[config.mk]
export PLATFORM = sky130hd
export DESIGN_NAME = pfe_cell
export DESIGN_NICKNAME = d
export VERILOG_FILES = /design/src/rtl/core/assert_macros.svh /design/src/rtl/core/pfe_pkg.sv /design/src/rtl/core/pfe_cell.sv
export SDC_FILE = /design/constraint.sdc
export NUM_CORES = 1
export LEC_CHECK = 0
export ABC_AREA = 0
export BUFFER_PORTS_ARGS = -buffer_cell sky130_fd_sc_hd__buf_2
export CORE_MARGIN = 4
export CORE_UTILIZATION = 43
export DETAILED_ROUTE_END_ITERATION = 10
export GPL_TIMING_DRIVEN = 0
export PLACE_DENSITY_LB_ADDON = 0.1
export SLEW_MARGIN = 25
export SYNTH_ARGS = -nofsm -noshare
export SYNTH_HDL_FRONTEND = slang
export SYNTH_SLANG_ARGS = --single-unit
[constraint.sdc]
create_clock -name clock -period 3.5 [get_ports clock]
set_clock_uncertainty 0.1 [all_clocks]
set_input_delay 0.525 -clock clock [delete_from_list [all_inputs] [get_ports clock]]
set_output_delay 0.525 -clock clock [all_outputs]
set_load 0.02 [all_outputs]
[src/rtl/core/assert_macros.svh]
// Assertion macros for the RTL files.
`ifndef ASSERT_MACROS_SVH
`define ASSERT_MACROS_SVH
// A condition that must hold at every clock edge out of reset.
`define ASSERT_ALWAYS(lbl, clk, rst, cond, msg) \
   lbl: assert property (@(posedge clk) disable iff (rst) (cond)) else $error(msg);
// A trigger that must be followed by a condition in the next cycle.
`define ASSERT_NEXT(lbl, clk, rst, trig, cond, msg) \
   lbl: assert property (@(posedge clk) disable iff (rst) (trig) |=> (cond)) else $error(msg);
`endif

[src/rtl/core/pfe_pkg.sv]
// Package with types and constants of the postfix expression evaluator.
package pfe_pkg;
   localparam int STACK_DEPTH_DEFAULT = 64;
   localparam logic [7:0] CH_0     = 8'h30;
   localparam logic [7:0] CH_9     = 8'h39;
   localparam logic [7:0] CH_NL    = 8'h0A;
   localparam logic [7:0] CH_NUL   = 8'h00;
   localparam logic [7:0] CH_PLUS  = 8'h2B;
   localparam logic [7:0] CH_MINUS = 8'h2D;
   localparam logic [7:0] CH_STAR  = 8'h2A;
   localparam logic [7:0] CH_SLASH = 8'h2F;
   localparam logic [7:0] CH_PCT   = 8'h25;
   localparam logic [7:0] CH_CARET = 8'h5E;
   localparam logic [31:0] DEC_BASE = 32'd10;

   typedef enum logic [1:0] {
      ST_OK    = 2'd0,
      ST_UNDER = 2'd1,
      ST_OVER  = 2'd2,
      ST_DIVZ  = 2'd3
   } status_type;

   typedef enum logic [2:0] {
      OP_ADD, OP_SUB, OP_MUL, OP_DIV, OP_MOD, OP_POW
   } alu_op_type;

   typedef enum logic [1:0] {
      SEL_HOLD, SEL_UP, SEL_DOWN
   } cell_sel_type;

   typedef enum logic [1:0] {
      MODE_HOLD, MODE_PUSH, MODE_REPLACE
   } stack_mode_type;

   typedef enum logic [1:0] {
      S_IDLE, S_PROC, S_WAIT_ALU
   } top_state_type;

   typedef enum logic [2:0] {
      A_IDLE, A_DIV, A_DIV_FIN, A_POW, A_DONE
   } alu_state_type;

   typedef struct packed {
      logic       start;
      alu_op_type op;
   } alu_req_type;

   typedef struct packed {
      logic done;
      logic divz;
   } alu_rsp_type;
endpackage

[src/rtl/core/pfe_cell.sv]
// One stack cell: holds an entry and takes it from a neighbor on a shift.
module pfe_cell (
   input  logic                  clock,
   input  pfe_pkg::cell_sel_type sel,
   input  logic [31:0]           up_data,
   input  logic [31:0]           down_data,
   output logic [31:0]           data
);
   import pfe_pkg::*;

   logic [31:0] data_ff;
   logic [31:0] data_in;

   always_comb begin
      case (sel)
         SEL_UP:   data_in = up_data;
         SEL_DOWN: data_in = down_data;
         default:  data_in = data_ff;
      endcase
   end

   always_ff @(posedge clock) begin
      data_ff <= data_in;
   end

   assign data = data_ff;
endmodule

# Yosys cells after proc, flatten, opt, wreduce, memory -nomap -nowiden
# Cells that the tools add are included.
classes:
  n_reduce_logical: 1
  muxes: 1
  n_eq_ne: 2
ops:
  columns: ["op", "n"]
  rows:
  - ["case mux 32 bit (2 select lines)", 1]
  - ["== test 2 x 1 -> 1 bit (second input constant)", 1]
  - ["== test 2 bit (second input constant)", 1]
  - ["nonzero test 2 bit", 1]
totals:
  out_inout_bits: 32
  elab_cells: 5
  inputBits: 67
  register_bits: 32

# Depth between registers and ports, before layout
logic_depth:
  word_depth: 2
  depth_mapped: 5
  ltp_nobuf: 3

# Worst setup path after synthesis
# OpenSTA, ideal clock, no wires.
synth_path:
  path_type: "input to register"
  start: "input sel[0]"
  end: "register data_ff[0], in the netlist data[0], enable pin"
  path_buffers: 0
  arrival_ps: 1463
  cell_stages: 3
  setup_ps: 387
  path_slack_ps: 1550
  cell_sequence: "inv_1 > ha_1 > inv_1"
synth_via:
  elab_chain_len: 2
synth_rtl:
  columns: ["element", "line", "source"]
  rows:
  - ["start, declared", "pfe_cell.sv:4", "input pfe_pkg::cell_sel_type sel,"]
  - ["== test 2 bit / == test 2 x 1 -> 1 bit (equally long branches)", "pfe_cell.sv:15", "case (sel)"]
  - ["nonzero test 2 bit (no line) (*)", null, null]
  - ["end signal, assigned", "pfe_cell.sv:23", "data_ff <= data_in;"]
  - ["end, declared", "pfe_cell.sv:11", "logic [31:0] data_ff;"]
# Mark *: on every way between the ends. The rest lies on a longest branch, timed or not.
# A chain may end at the register's enable or synchronous reset.

# Worst setup path after layout
layout_path:
  start: "input sel[0]"
  end: "register data_ff[7], in the netlist data[7], enable pin"
# Same word-level chain as after synthesis.

==> impl_results.md <==
* Root Buffer: clkbuf_4
* Largest net degree at the start of global routing at 33
* CORE AREA at 0.00339 mm2
* Clock Sink Count at 32
* Adder-Cell Fraction of Synth Area at 0.820%
* Period utilization at about 44%
* Max-cap viol count at 0
* Kind of critical path: in2reg
* First-pass GRT wire length at roughly 4.2 mm
* Pwr Density at 438 mW/mm2
* XOR/XNOR Fraction of Synth Area at 0%
* Combinational family with the most area after synthesis: multiplexers
* GP Congestion at approximately 0.64
* Count of final setup violators at 0
* Vias in the first global route at roughly 1,000
* Vias at 985
* DIE AREA at roughly 0.0046 mm2
* Setup crit start kind: input pin
* Initial core utilization at 45.0%
* Status: finished clean
* Crit-path max FO at 32
* Hold Buf Count CTS at 0
* Slew HR at 56.8%
* #FFs+latches synth at 32
* Drt drc at 0
* Commonest non-fill, non-tap cell in the layout: buf_2
* WP data arrival at 1.41 ns
* Max FFs per register at 32
* Wire per inst at between 10 and 15 um
* Via-to-Cell Ratio at 4.42
* CTS H-tree depth at 2
* Synth area leader: edfxtp_1
* IO buf count at 98
* Area contributors post-synth: edfxtp_1, mux2_4, buf_12
* Final hold viol count at 0
* Mapped Area at 0.00153 mm2
* # resized after CTS at 0
* RSZ-0062 raised after global routing: false
* Max Clk Rate at 642 MHz
* Hold Crit Class: in2reg
* Syn nets at 139
* Yosys top cell area share at 63.0%
* Dpl hpwl at 2.33 mm
* Nets at around 240
* GR Util All Layers at between 10% and 20%
* Final WL at 2.91 mm
* Overall power at 0.929 mW
* Initial antenna violation count at 0
* Die Ht at between 60 and 70 um
* DIE WIDTH at 67.6 um
* Slew Limit Fails at 0
* Max Root-Sink Buffers at 2
* Clock Pin Slew Worst Setup and Hold Paths at 0.09 ns
* DRT iter0 DRCs at 26
* Setup_tns at 0 ns
* Ports at 99
* Cell count after synthesis at between 70 and 80
* Synth Area in Simple Gates at 0%
* Std-Cell Rows at 21
* Post-Place Cells at 215
* Critical Path Sink Type: flop
* CTS tree: done
* Leak at 1.01 nW
* Ant diodes at 0
* Layout cell share with drive strength beyond 1 at 79.1%
* # fillers at 280
* Syn avg cell area at 21.5 um2
* Yosys warns at 0
* CP required at 3.36 ns
* Post-CTS setup buffers at 0
* Crit path time final at around 1.6 ns
* Post-synthesis sequential area ratio at 63.0%
* Commonest non-fill, non-tap cells in the layout: buf_2, edfxtp_1, mux2_4
* Synthesis-to-layout area growth at 39.1%
* Final non-filler cell total at between 200 and 250
* Worst slew pin tran at about 0.65 ns
* Maximum VDD drop at 0.000231 V
* Num CTS Buffers at 5
* Unique masters post-synth at 7
* Post-synthesis mux area share at 31.0%
* Util after Layout at 62.6%
* Antenna viol nets, final at 0
* Total iterations of the first detailed-routing run at 4
* GR Overflow Total at 0
* Synth Area in Compound Gates at 0%
[critical path, stage by stage]
cell and delay (ns):
buf_2 0.07, inv_1 0.03, ha_1 0.29, inv_2 0.48
[routing by layer]
| metal | routed length (um) | global-route usage, % | part of all wire (%) | up-vias |
|---|---|---|---|---|
| met5 | 0 | 0 | 0 | - |
| met4 | 40 | 5.32 | 1.4 | 0 |
| met3 | 397 | 6.82 | 14 | 4 |
| met2 | 1590 | 24.2 | 55 | 57 |
| met1 | 883 | 11.6 | 30 | 440 |
| li1 | - | - | - | 484 |
[layout make-up]
cell class | count | area [um2] | area share, %
Clock inverter | 1 | 3.75 | 0.177
Tap cell | 46 | 57.6 | 2.71
Inverter | 2 | 7.51 | 0.354
Timing Repair Buffer | 98 | 490 | 23.1
Multi-Input combinational cell | 33 | 485 | 22.9
Buffer | 4 | 71.3 | 3.36
Sequential cell | 32 | 961 | 45.3
Clock buffer | 7 | 45.0 | 2.12
[per-stage QoR]
stage               area, um2  hold WS (ns)  worst slack (ns)
CTS                      2120         0.382              1.94
finish                   2120         0.397              1.94
detailed placement       2070         0.728              1.58
global route             2120         0.370              1.92
floorplan                1530         0.642              1.55
global placement         2070         0.725              1.22
[Yosys cell counts, drive strengths merged]
cell type,instances
edfxtp,32
mux2,32
buf,4
inv,2
ha,1
[power by group]
group	switching (mW)	internal, mW	leakage (nW)	total [mW]
clock network	0.112	0.0771	0.0269	0.189
registers	0.0110	0.487	0.313	0.498
logic	0.130	0.111	0.667	0.241
total	0.253	0.675	1.01	0.929
[path summary, 6_finish.rpt]
path                      from                 to  slack, ns  cells past startpoint
hold / removal    down_data[4]  data[4]$_DFFE_PP_       0.40                      2
setup / recovery        sel[0]  data[7]$_DFFE_PP_       1.94                      4
[kinds of logic (layout without fill, tap and decap cells)]
| kind of cell | after synthesis | after routing |
|---|---|---|
| flops | 32 | 32 |
| buf+inv | 6 | 112 |
| mux | 32 | 32 |
| fa+ha+maj | 1 | 1 |
Note: power is estimated with default switching activity, not from simulation.
