### config.mk
export PLATFORM = sky130hd
export DESIGN_NAME = pfe_alu
export DESIGN_NICKNAME = d
export VERILOG_FILES = /design/src/rtl/core/assert_macros.svh /design/src/rtl/core/pfe_pkg.sv /design/src/rtl/core/pfe_alu.sv
export SDC_FILE = /design/constraint.sdc
export NUM_CORES = 2
export LEC_CHECK = 0
export ABC_AREA = 1
export BUFFER_PORTS_ARGS = -buffer_cell sky130_fd_sc_hd__buf_4
export CAP_MARGIN = 30
export CORE_UTILIZATION = 35
export CTS_CLUSTER_DIAMETER = 120
export DETAILED_ROUTE_END_ITERATION = 6
export PLACE_DENSITY = 0.51
export SYNTH_ARGS = -nofsm -noshare
export SYNTH_HDL_FRONTEND = slang
export SYNTH_SLANG_ARGS = --single-unit
export TNS_END_PERCENT = 50
### constraint.sdc
create_clock -name clock -period 17 [get_ports clock]
set_clock_uncertainty 0.1 [all_clocks]
set_input_delay 2.55 -clock clock [delete_from_list [all_inputs] [get_ports clock]]
set_output_delay 2.55 -clock clock [all_outputs]
set_load 0.005 [all_outputs]
### src/rtl/core/assert_macros.svh
// Assertion macros for the RTL files.
`ifndef ASSERT_MACROS_SVH
`define ASSERT_MACROS_SVH
// A condition that must hold at every clock edge out of reset.
`define ASSERT_ALWAYS(lbl, clk, rst, cond, msg) \
   lbl: assert property (@(posedge clk) disable iff (rst) (cond)) else $error(msg);
// A trigger that must be followed by a condition in the next cycle.
`define ASSERT_NEXT(lbl, clk, rst, trig, cond, msg) \
   lbl: assert property (@(posedge clk) disable iff (rst) (trig) |=> (cond)) else $error(msg);
`endif

### src/rtl/core/pfe_pkg.sv
// Package with types and constants of the postfix expression evaluator.
package pfe_pkg;
   localparam int STACK_DEPTH_DEFAULT = 64;
   localparam logic [7:0] CH_0     = 8'h30;
   localparam logic [7:0] CH_9     = 8'h39;
   localparam logic [7:0] CH_NL    = 8'h0A;
   localparam logic [7:0] CH_NUL   = 8'h00;
   localparam logic [7:0] CH_PLUS  = 8'h2B;
   localparam logic [7:0] CH_MINUS = 8'h2D;
   localparam logic [7:0] CH_STAR  = 8'h2A;
   localparam logic [7:0] CH_SLASH = 8'h2F;
   localparam logic [7:0] CH_PCT   = 8'h25;
   localparam logic [7:0] CH_CARET = 8'h5E;
   localparam logic [31:0] DEC_BASE = 32'd10;

   typedef enum logic [1:0] {
      ST_OK    = 2'd0,
      ST_UNDER = 2'd1,
      ST_OVER  = 2'd2,
      ST_DIVZ  = 2'd3
   } status_type;

   typedef enum logic [2:0] {
      OP_ADD, OP_SUB, OP_MUL, OP_DIV, OP_MOD, OP_POW
   } alu_op_type;

   typedef enum logic [1:0] {
      SEL_HOLD, SEL_UP, SEL_DOWN
   } cell_sel_type;

   typedef enum logic [1:0] {
      MODE_HOLD, MODE_PUSH, MODE_REPLACE
   } stack_mode_type;

   typedef enum logic [1:0] {
      S_IDLE, S_PROC, S_WAIT_ALU
   } top_state_type;

   typedef enum logic [2:0] {
      A_IDLE, A_DIV, A_DIV_FIN, A_POW, A_DONE
   } alu_state_type;

   typedef struct packed {
      logic       start;
      alu_op_type op;
   } alu_req_type;

   typedef struct packed {
      logic done;
      logic divz;
   } alu_rsp_type;
endpackage

### src/rtl/core/pfe_alu.sv
// Multi-cycle arithmetic unit: add, subtract, multiply, divide, modulo, power.
module pfe_alu (
   input  logic                 clock,
   input  logic                 reset,
   input  pfe_pkg::alu_req_type req,
   input  logic [31:0]          lhs,
   input  logic [31:0]          rhs,
   output pfe_pkg::alu_rsp_type rsp,
   output logic [31:0]          result
);
   import pfe_pkg::*;

   alu_state_type state_ff, state_in;
   logic [4:0]  cnt_ff, cnt_in;
   logic [31:0] a_ff, a_in;
   logic [31:0] b_ff, b_in;
   logic [31:0] r_ff, r_in;
   logic [31:0] res_ff, res_in;
   logic        divz_ff, divz_in;
   logic        negq_ff, negq_in;
   logic        negr_ff, negr_in;
   logic        mod_ff, mod_in;

   logic [32:0] shifted;
   logic [32:0] diff;
   logic [31:0] mag_l;
   logic [31:0] mag_r;
   logic [31:0] prod_r;
   logic [31:0] prod_b;

   always_comb begin
      mag_l   = lhs[31] ? 32'(-lhs) : lhs;
      mag_r   = rhs[31] ? 32'(-rhs) : rhs;
      shifted = {r_ff, a_ff[31]};
      diff    = shifted - {1'b0, b_ff};
      prod_r  = 32'(r_ff * a_ff);
      prod_b  = 32'(a_ff * a_ff);

      state_in = state_ff;
      cnt_in   = cnt_ff;
      a_in     = a_ff;
      b_in     = b_ff;
      r_in     = r_ff;
      res_in   = res_ff;
      divz_in  = divz_ff;
      negq_in  = negq_ff;
      negr_in  = negr_ff;
      mod_in   = mod_ff;

      case (state_ff)
         A_IDLE: begin
            if (req.start) begin
               divz_in  = 1'b0;
               state_in = A_DONE;
               case (req.op)
                  OP_ADD: res_in = lhs + rhs;
                  OP_SUB: res_in = lhs - rhs;
                  OP_MUL: res_in = 32'(lhs * rhs);
                  OP_DIV, OP_MOD: begin
                     if (rhs == 32'd0) begin
                        res_in  = 32'd0;
                        divz_in = 1'b1;
                     end else begin
                        a_in     = mag_l;
                        b_in     = mag_r;
                        r_in     = 32'd0;
                        cnt_in   = 5'd0;
                        negq_in  = lhs[31] ^ rhs[31];
                        negr_in  = lhs[31];
                        mod_in   = (req.op == OP_MOD);
                        state_in = A_DIV;
                     end
                  end
                  default: begin
                     if (rhs[31]) begin
                        if (lhs == 32'd1) begin
                           res_in = 32'd1;
                        end else if (lhs == 32'hFFFF_FFFF) begin
                           res_in = rhs[0] ? 32'hFFFF_FFFF : 32'd1;
                        end else begin
                           res_in  = 32'd0;
                           divz_in = (lhs == 32'd0);
                        end
                     end else begin
                        a_in     = lhs;
                        b_in     = rhs;
                        r_in     = 32'd1;
                        cnt_in   = 5'd0;
                        state_in = A_POW;
                     end
                  end
               endcase
            end
         end
         A_DIV: begin
            if (!diff[32]) begin
               r_in = diff[31:0];
            end else begin
               r_in = shifted[31:0];
            end
            a_in   = {a_ff[30:0], !diff[32]};
            cnt_in = cnt_ff + 5'd1;
            if (cnt_ff == 5'd31) begin
               state_in = A_DIV_FIN;
            end
         end
         A_DIV_FIN: begin
            if (mod_ff) begin
               res_in = negr_ff ? 32'(-r_ff) : r_ff;
            end else begin
               res_in = negq_ff ? 32'(-a_ff) : a_ff;
            end
            state_in = A_DONE;
         end
         A_POW: begin
            if (b_ff[cnt_ff]) begin
               r_in = prod_r;
            end
            a_in   = prod_b;
            cnt_in = cnt_ff + 5'd1;
            if (cnt_ff == 5'd30) begin
               res_in   = b_ff[cnt_ff] ? prod_r : r_ff;
               state_in = A_DONE;
            end
         end
         A_DONE: begin
            state_in = A_IDLE;
         end
         default: begin
            state_in = A_IDLE;
         end
      endcase
   end

   always_ff @(posedge clock) begin
      if (reset) begin
         state_ff <= A_IDLE;
      end else begin
         state_ff <= state_in;
      end
   end

   always_ff @(posedge clock) begin
      cnt_ff  <= cnt_in;
      a_ff    <= a_in;
      b_ff    <= b_in;
      r_ff    <= r_in;
      res_ff  <= res_in;
      divz_ff <= divz_in;
      negq_ff <= negq_in;
      negr_ff <= negr_in;
      mod_ff  <= mod_in;
   end

   assign rsp.done = (state_ff == A_DONE);
   assign rsp.divz = divz_ff;
   assign result   = res_ff;
endmodule
# ---- Yosys cells after proc, flatten, opt, wreduce, memory -nomap -nowiden
# Cells that the tools add are included.
dict set report op_classes {
  addsub 8
  mul 3
  order_cmp 1
  eq_ne 22
  muxes 48
  bitwise 3
  n_reduce_logical 18
}
# operator n
set ops {}
lappend ops {{two-way mux 32 bit} 22}
lappend ops {{one-hot mux 32 bit (3 select lines)} 3}
lappend ops {{one-hot mux 32 bit (2 select lines)} 3}
lappend ops {{negator 32 bit} 4}
lappend ops {{one-hot mux 32 bit (4 select lines)} 1}
lappend ops {{multiplier 32 x 32 -> 32 bit} 3}
lappend ops {{zero test 32 bit} 2}
lappend ops {{subtractor 33 x 32 -> 33 bit} 1}
lappend ops {{adder 32 bit} 1}
lappend ops {{equality test 32 x 1 -> 1 bit (second input constant)} 1}
lappend ops {{equality test 32 bit (second input constant)} 1}
lappend ops {{subtractor 32 bit} 1}
lappend ops {{one-hot mux 5 bit (2 select lines)} 2}
lappend ops {{AND reduction 5 bit} 4}
lappend ops {{two-way mux 3 bit} 5}
lappend ops {{two-way mux 5 bit} 3}
lappend ops {{equality test 3 x 2 -> 1 bit (second input constant)} 4}
lappend ops {{one-hot mux 3 bit (4 select lines)} 1}
lappend ops {{equality test 5 bit (second input constant)} 2}
lappend ops {{inequality test 2 bit (second input constant)} 5}
lappend ops {{equality test 3 x 1 -> 1 bit (second input constant)} 2}
lappend ops {{equality test 3 bit (second input constant)} 2}
lappend ops {{zero test 3 bit} 2}
lappend ops {{< comparator 5 x 6 -> 1 bit (second input constant)} 1}
lappend ops {{19 further kinds} 27}
dict set report totals {
  reg_bits 140
  inputBits 70
  out_inout_bits 34
  word_cells 113
}

# ---- Depth between registers and ports, before layout
dict set report depth {
  word_depth 7
  mapped_depth 37
  ltp_nobuf 35
}

# ---- Least setup slack after synthesis
# OpenSTA, ideal clock, no wires.
dict set report synth_path {
  kind {input port to flip-flop}
  start {input port rhs[4]}
  end {register res_ff[30], in the netlist result[30] (data pin)}
  arrival_ps 8775
  path_slack_ps 7872
  cell_stages 28
  path_buffers 3
  cell_sequence {clkbuf_1 > clkbuf_1 > buf_1 > nand2_1 > fa_1 > inv_1 > fa_1 > inv_1 > fa_1 > inv_1 > fa_1 > fa_1 > inv_1 > fa_1 > inv_1 > fa_1 > fa_1 > ha_1 > inv_1 > nor3_1 > nand2_1 > o2111a_1 > nand2_1 > nand2_1 > nand3_1 > o211ai_1 > nand2_1 > nand2_1}
}
dict set report synth_via {
  elab_chain_len 4
}
# element line_no
set synth_rtl {}
lappend synth_rtl {{start, declared} pfe_alu.sv:7} ;# input logic [31:0] rhs,
lappend synth_rtl {{multiplier 32 x 32 -> 32 bit (tied with other cells)} pfe_alu.sv:58} ;# OP_MUL: res_in = 32'(lhs * rhs);
lappend synth_rtl {{one-hot mux 32 bit (4 select lines) (*)} pfe_alu.sv:55} ;# case (req.op)
lappend synth_rtl {{two-way mux 32 bit (*)} pfe_alu.sv:52} ;# if (req.start) begin
lappend synth_rtl {{one-hot mux 32 bit (3 select lines) (*)} pfe_alu.sv:50} ;# case (state_ff)
lappend synth_rtl {{net res_in[30]} pfe_alu.sv:18} ;# logic [31:0] res_ff, res_in;
lappend synth_rtl {{end signal, assigned} pfe_alu.sv:148} ;# res_ff <= res_in;
lappend synth_rtl {{end, declared} pfe_alu.sv:18}
# The timed path passes the listed nets; every way through them passes the cells marked *. The select of a mux whose other input is x is not followed.
# A chain may end at the register's enable or synchronous reset.

# ---- Worst setup path after layout
dict set report layout_path {
  start {register a_ff[4]}
  end {register res_ff[25], in the netlist result[25] (data pin)}
}
dict set report layout_via {
  elab_chain_len 4
}
# element line_no
set layout_rtl {}
lappend layout_rtl {{start, declared} pfe_alu.sv:15} ;# logic [31:0] a_ff, a_in;
lappend layout_rtl {{start signal, assigned} pfe_alu.sv:145} ;# a_ff <= a_in;
lappend layout_rtl {{multiplier 32 x 32 -> 32 bit / negator 32 bit (equally long branches)} {pfe_alu.sv:36, pfe_alu.sv:111}}
lappend layout_rtl {{two-way mux 32 bit, on equally long branches} --}
lappend layout_rtl {{two-way mux 32 bit, on equally long branches} {pfe_alu.sv:121, pfe_alu.sv:108}}
lappend layout_rtl {{one-hot mux 32 bit (3 select lines) (*)} pfe_alu.sv:50}
lappend layout_rtl {{net res_in[25]} pfe_alu.sv:18}
# Marked as above.

==> results.tsv <==
stage	metric	value	unit
synthesis	synth_area_leader_cell	fa_1	
placement	dp.cells	10630	
clock_tree	clk_latency	500	ps
setup_path	crit_required	17130	ps
cells_and_area	drive_above_1_share	3.678	%
global_route	antenna_found_initial	13	
global_route	grt_use_total	26.24	%
clock_tree	htreeDepth	4	
synthesis	synth_cells	8496	
run_status	status	complete, no violations	
synthesis	ys_seq_area_share	6.711	%
floorplan	fp.dieH	423.6	um
setup_path	path_common_cell	fa_1	
cells_and_area	fillers	18790	
synthesis	synth_enable_flop_cells	137	
setup_path	r2r_start	a_ff[4]$_DFFE_PP_	
synthesis	ys.warnings.count	0	
placement	hpwlAfterDp	180.5	mm
setup_path	cp_max_fo	30	
setup_path	timing_worst_setup_path_type	reg -> reg	
setup_path	reg2reg_to	result[25]$_DFFE_PP_	
worst_hold_path	hold_start	a_ff[19]$_DFFE_PP_	
worst_hold_path	hold-path-cell-count	2	
sta	rsz0062_at_grt	no	
synthesis	synth_top_area_share	38.14	%
sta	slew_violations	0	
flow_run	drv_cap	0	
drt	drtIter0Drc	4592	
synthesis	ys.flop_type	edfxtp_1	
sta	relSlewSlack	30.93	%
placement	gp_congestion	0.9764	
setup_path	r2r_cells	30	
clock_tree	tritoncts.num_buffers	17	
drt	viasPerCell	5.073	
synthesis	syn_area	62200	um2
cells_and_area	syn2layout_area_growth	5.715	%
drt	drt_wl_total	232.5	mm
synthesis	ys_top_cells_by_count	2354 x inv_1, 2089 x nand2_1, 1185 x fa_1, 448 x ha_1, 344 x o21ai_0	
sta	setup_violations	0	
clock_tree	cts-root-buf	clkbuf_16	
setup_path	r2r_slack	7420	ps
floorplan	num_rows	154	
clock_tree	cts_hold_buf	0	
sta	tightestPinTransition	1036	ps
setup_path	critPathLaunchType	register	
synthesis	synth_nets	10200	
worst_hold_path	hold_path_class	reg -> reg	
synthesis	synth_most_common_cell	inv_1	
drt	wl_per_cell	21.80	um
clock_tree	path_clk_slew	80	ps
sta	worst_slack	7423	ps
floorplan	die_x	423.6	um
clock_tree	clock_path_buffers	2	
clock_tree	cts_resized	0	
placement	post-place-ws	7177	ps
drt	drc	0	
synthesis	synth_seq_cells	140	
synthesis	synthesis.area_per_instance	7.321	um2
floorplan	core_area	176300	um2
cells_and_area	final_util	37.29	%
clock_tree	cts_num_sinks	140	
synthesis	synth.distinct_cells	53	
sta	fmax	0.1044	GHz
cells_and_area	final_cells	10670	
setup_path	end_kind	register	
sta	finalCritPeriodShare	56.33	%
global_route	first_global_vias	56640	
worst_hold_path	whs_endpoint	a_ff[20]$_DFFE_PP_	
drt	dr.pass1.iters	6	
floorplan	start_util	35.28	%
global_route	grt_pass1_wl	355.3	mm
sta	setup_tns	0	ps
global_route	grt_max_degree	65	
setup_path	worst-endpoint-arrival	9710	ps
sta	min_period	9577	ps
clock_tree	post_cts_buffers	0	
sta	hold_viol_final	0	
drt	ant_nets	0	
clock_tree	cts_tree	yes	
global_route	grt_overflow	0	
floorplan	num_io_pins	104	
synthesis	netlist_top_cells_area	fa_1 38%, inv_1 14%, nand2_1 13%	
setup_path	max_stage_delay	930	ps
synthesis	async_reset_ff_share	0	%
cells_and_area	nNetsFinal	10010	
placement	port_buffers	103	
setup_path	slowest_stage	edfxtp_1	
drt	route.vias.total	54110	
floorplan	fp.dieArea	179400	um2
==> registers in the layout, indices dropped and copies added, names as in the netlist <==
name and cells:
negq_ff 1, cnt_ff 5, r_ff 32, a_ff 32, state_ff 3, negr_ff 1, mod_ff 1, result 32
b_ff 32, divz_ff 1
==> stage by stage <==
stage / hold slack, ps / area (um2)
floorplan: 493.8 / 62200
global placement: 463.9 / 65000
detailed placement: 470.9 / 65050
CTS: 473.3 / 65680
global route: 507.6 / 65750
finish: 489.2 / 65750
==> worst max path at each step <==
stage	startpoint	to	slack, ps	cells past startpoint
2_1_floorplan	rhs[4]	result[30]$_DFFE_PP_	7870	28
3_3_place_gp	rhs[2]	result[27]$_DFFE_PP_	7210	23
3_5_place_dp	rhs[2]	result[27]$_DFFE_PP_	7180	23
4_1_cts	a_ff[4]$_DFFE_PP_	result[25]$_DFFE_PP_	7540	30
5_1_grt	a_ff[4]$_DFFE_PP_	result[25]$_DFFE_PP_	7040	30
6_report	a_ff[4]$_DFFE_PP_	result[25]$_DFFE_PP_	7420	30
==> kinds of logic after synthesis <==
kind of cell,share of synthesized area (%)
and+or+nand+nor,19.14
buffers and inverters,16.91
adders and majority gates,47.15
AOI/OAI and AO/OA,7.880
xor gates and xnor gates,2.211
DFF,6.711
==> per-layer routing <==
layer / part of all wire (%) / routed length, um / GRT usage, % / vias up
li1: - / - / - / 24660
met1: 43 / 99700 / 35.51 / 26970
met2: 46 / 107800 / 43.47 / 2008
met3: 6.1 / 14190 / 2.125 / 466
met4: 4.6 / 10790 / 10.17 / 12
met5: 0.034 / 80 / 0 / -
==> cells in the final DEF, fill, tap and decap left out, types with 16 or more instances in the layout <==
cell       netlist  final
a21o_1          28     28
a21oi_1        341    341
buf_4            2    197
clkbuf_16        0     17
edfxtp_1       137    137
fa_1          1185   1185
ha_1           448    448
inv_1         2354   2354
nand2_1       2089   2088
nand3_1        301    301
nand3b_1        21     21
nand4_1         43     43
nor2_1         302    297
nor3_1          81     80
nor4_1          16     16
o211ai_1        42     42
o21a_1          16     16
o21ai_0        344    344
o21bai_1        20     20
o221ai_1        26     26
or2_2           18     18
xnor2_1         63     63
xor2_1          94     94
==> area by class of cell <==
cell class / count / area [um2] / share of cell area (%)
antenna: 6 / 15.01 / 0.02283
clock buffer: 18 / 429.2 / 0.6527
clock inverter: 14 / 201.4 / 0.3064
inverter: 2368 / 8889 / 13.52
multi-input combinational: 5579 / 47530 / 72.28
sequential: 140 / 4174 / 6.348
tap: 2340 / 2928 / 4.453
timing repair buffer: 201 / 1589 / 2.417
==> critical path: cells and delay by family, from the launching register on <==
| kind | cells | cell delay [ps] |
|---|---|---|
| flip-flops | 1 | 930 |
| AND/OR/NAND/NOR | 10 | 1650 |
| buffers and inverters | 8 | 1320 |
| adder cells (fa/ha/maj) | 9 | 4330 |
| AO/OA/AOI/OAI | 3 | 900 |
Power is left out: the tool's default activity adds up to more than one toggle a clock period on the data nets, which glitch-free logic cannot reach.
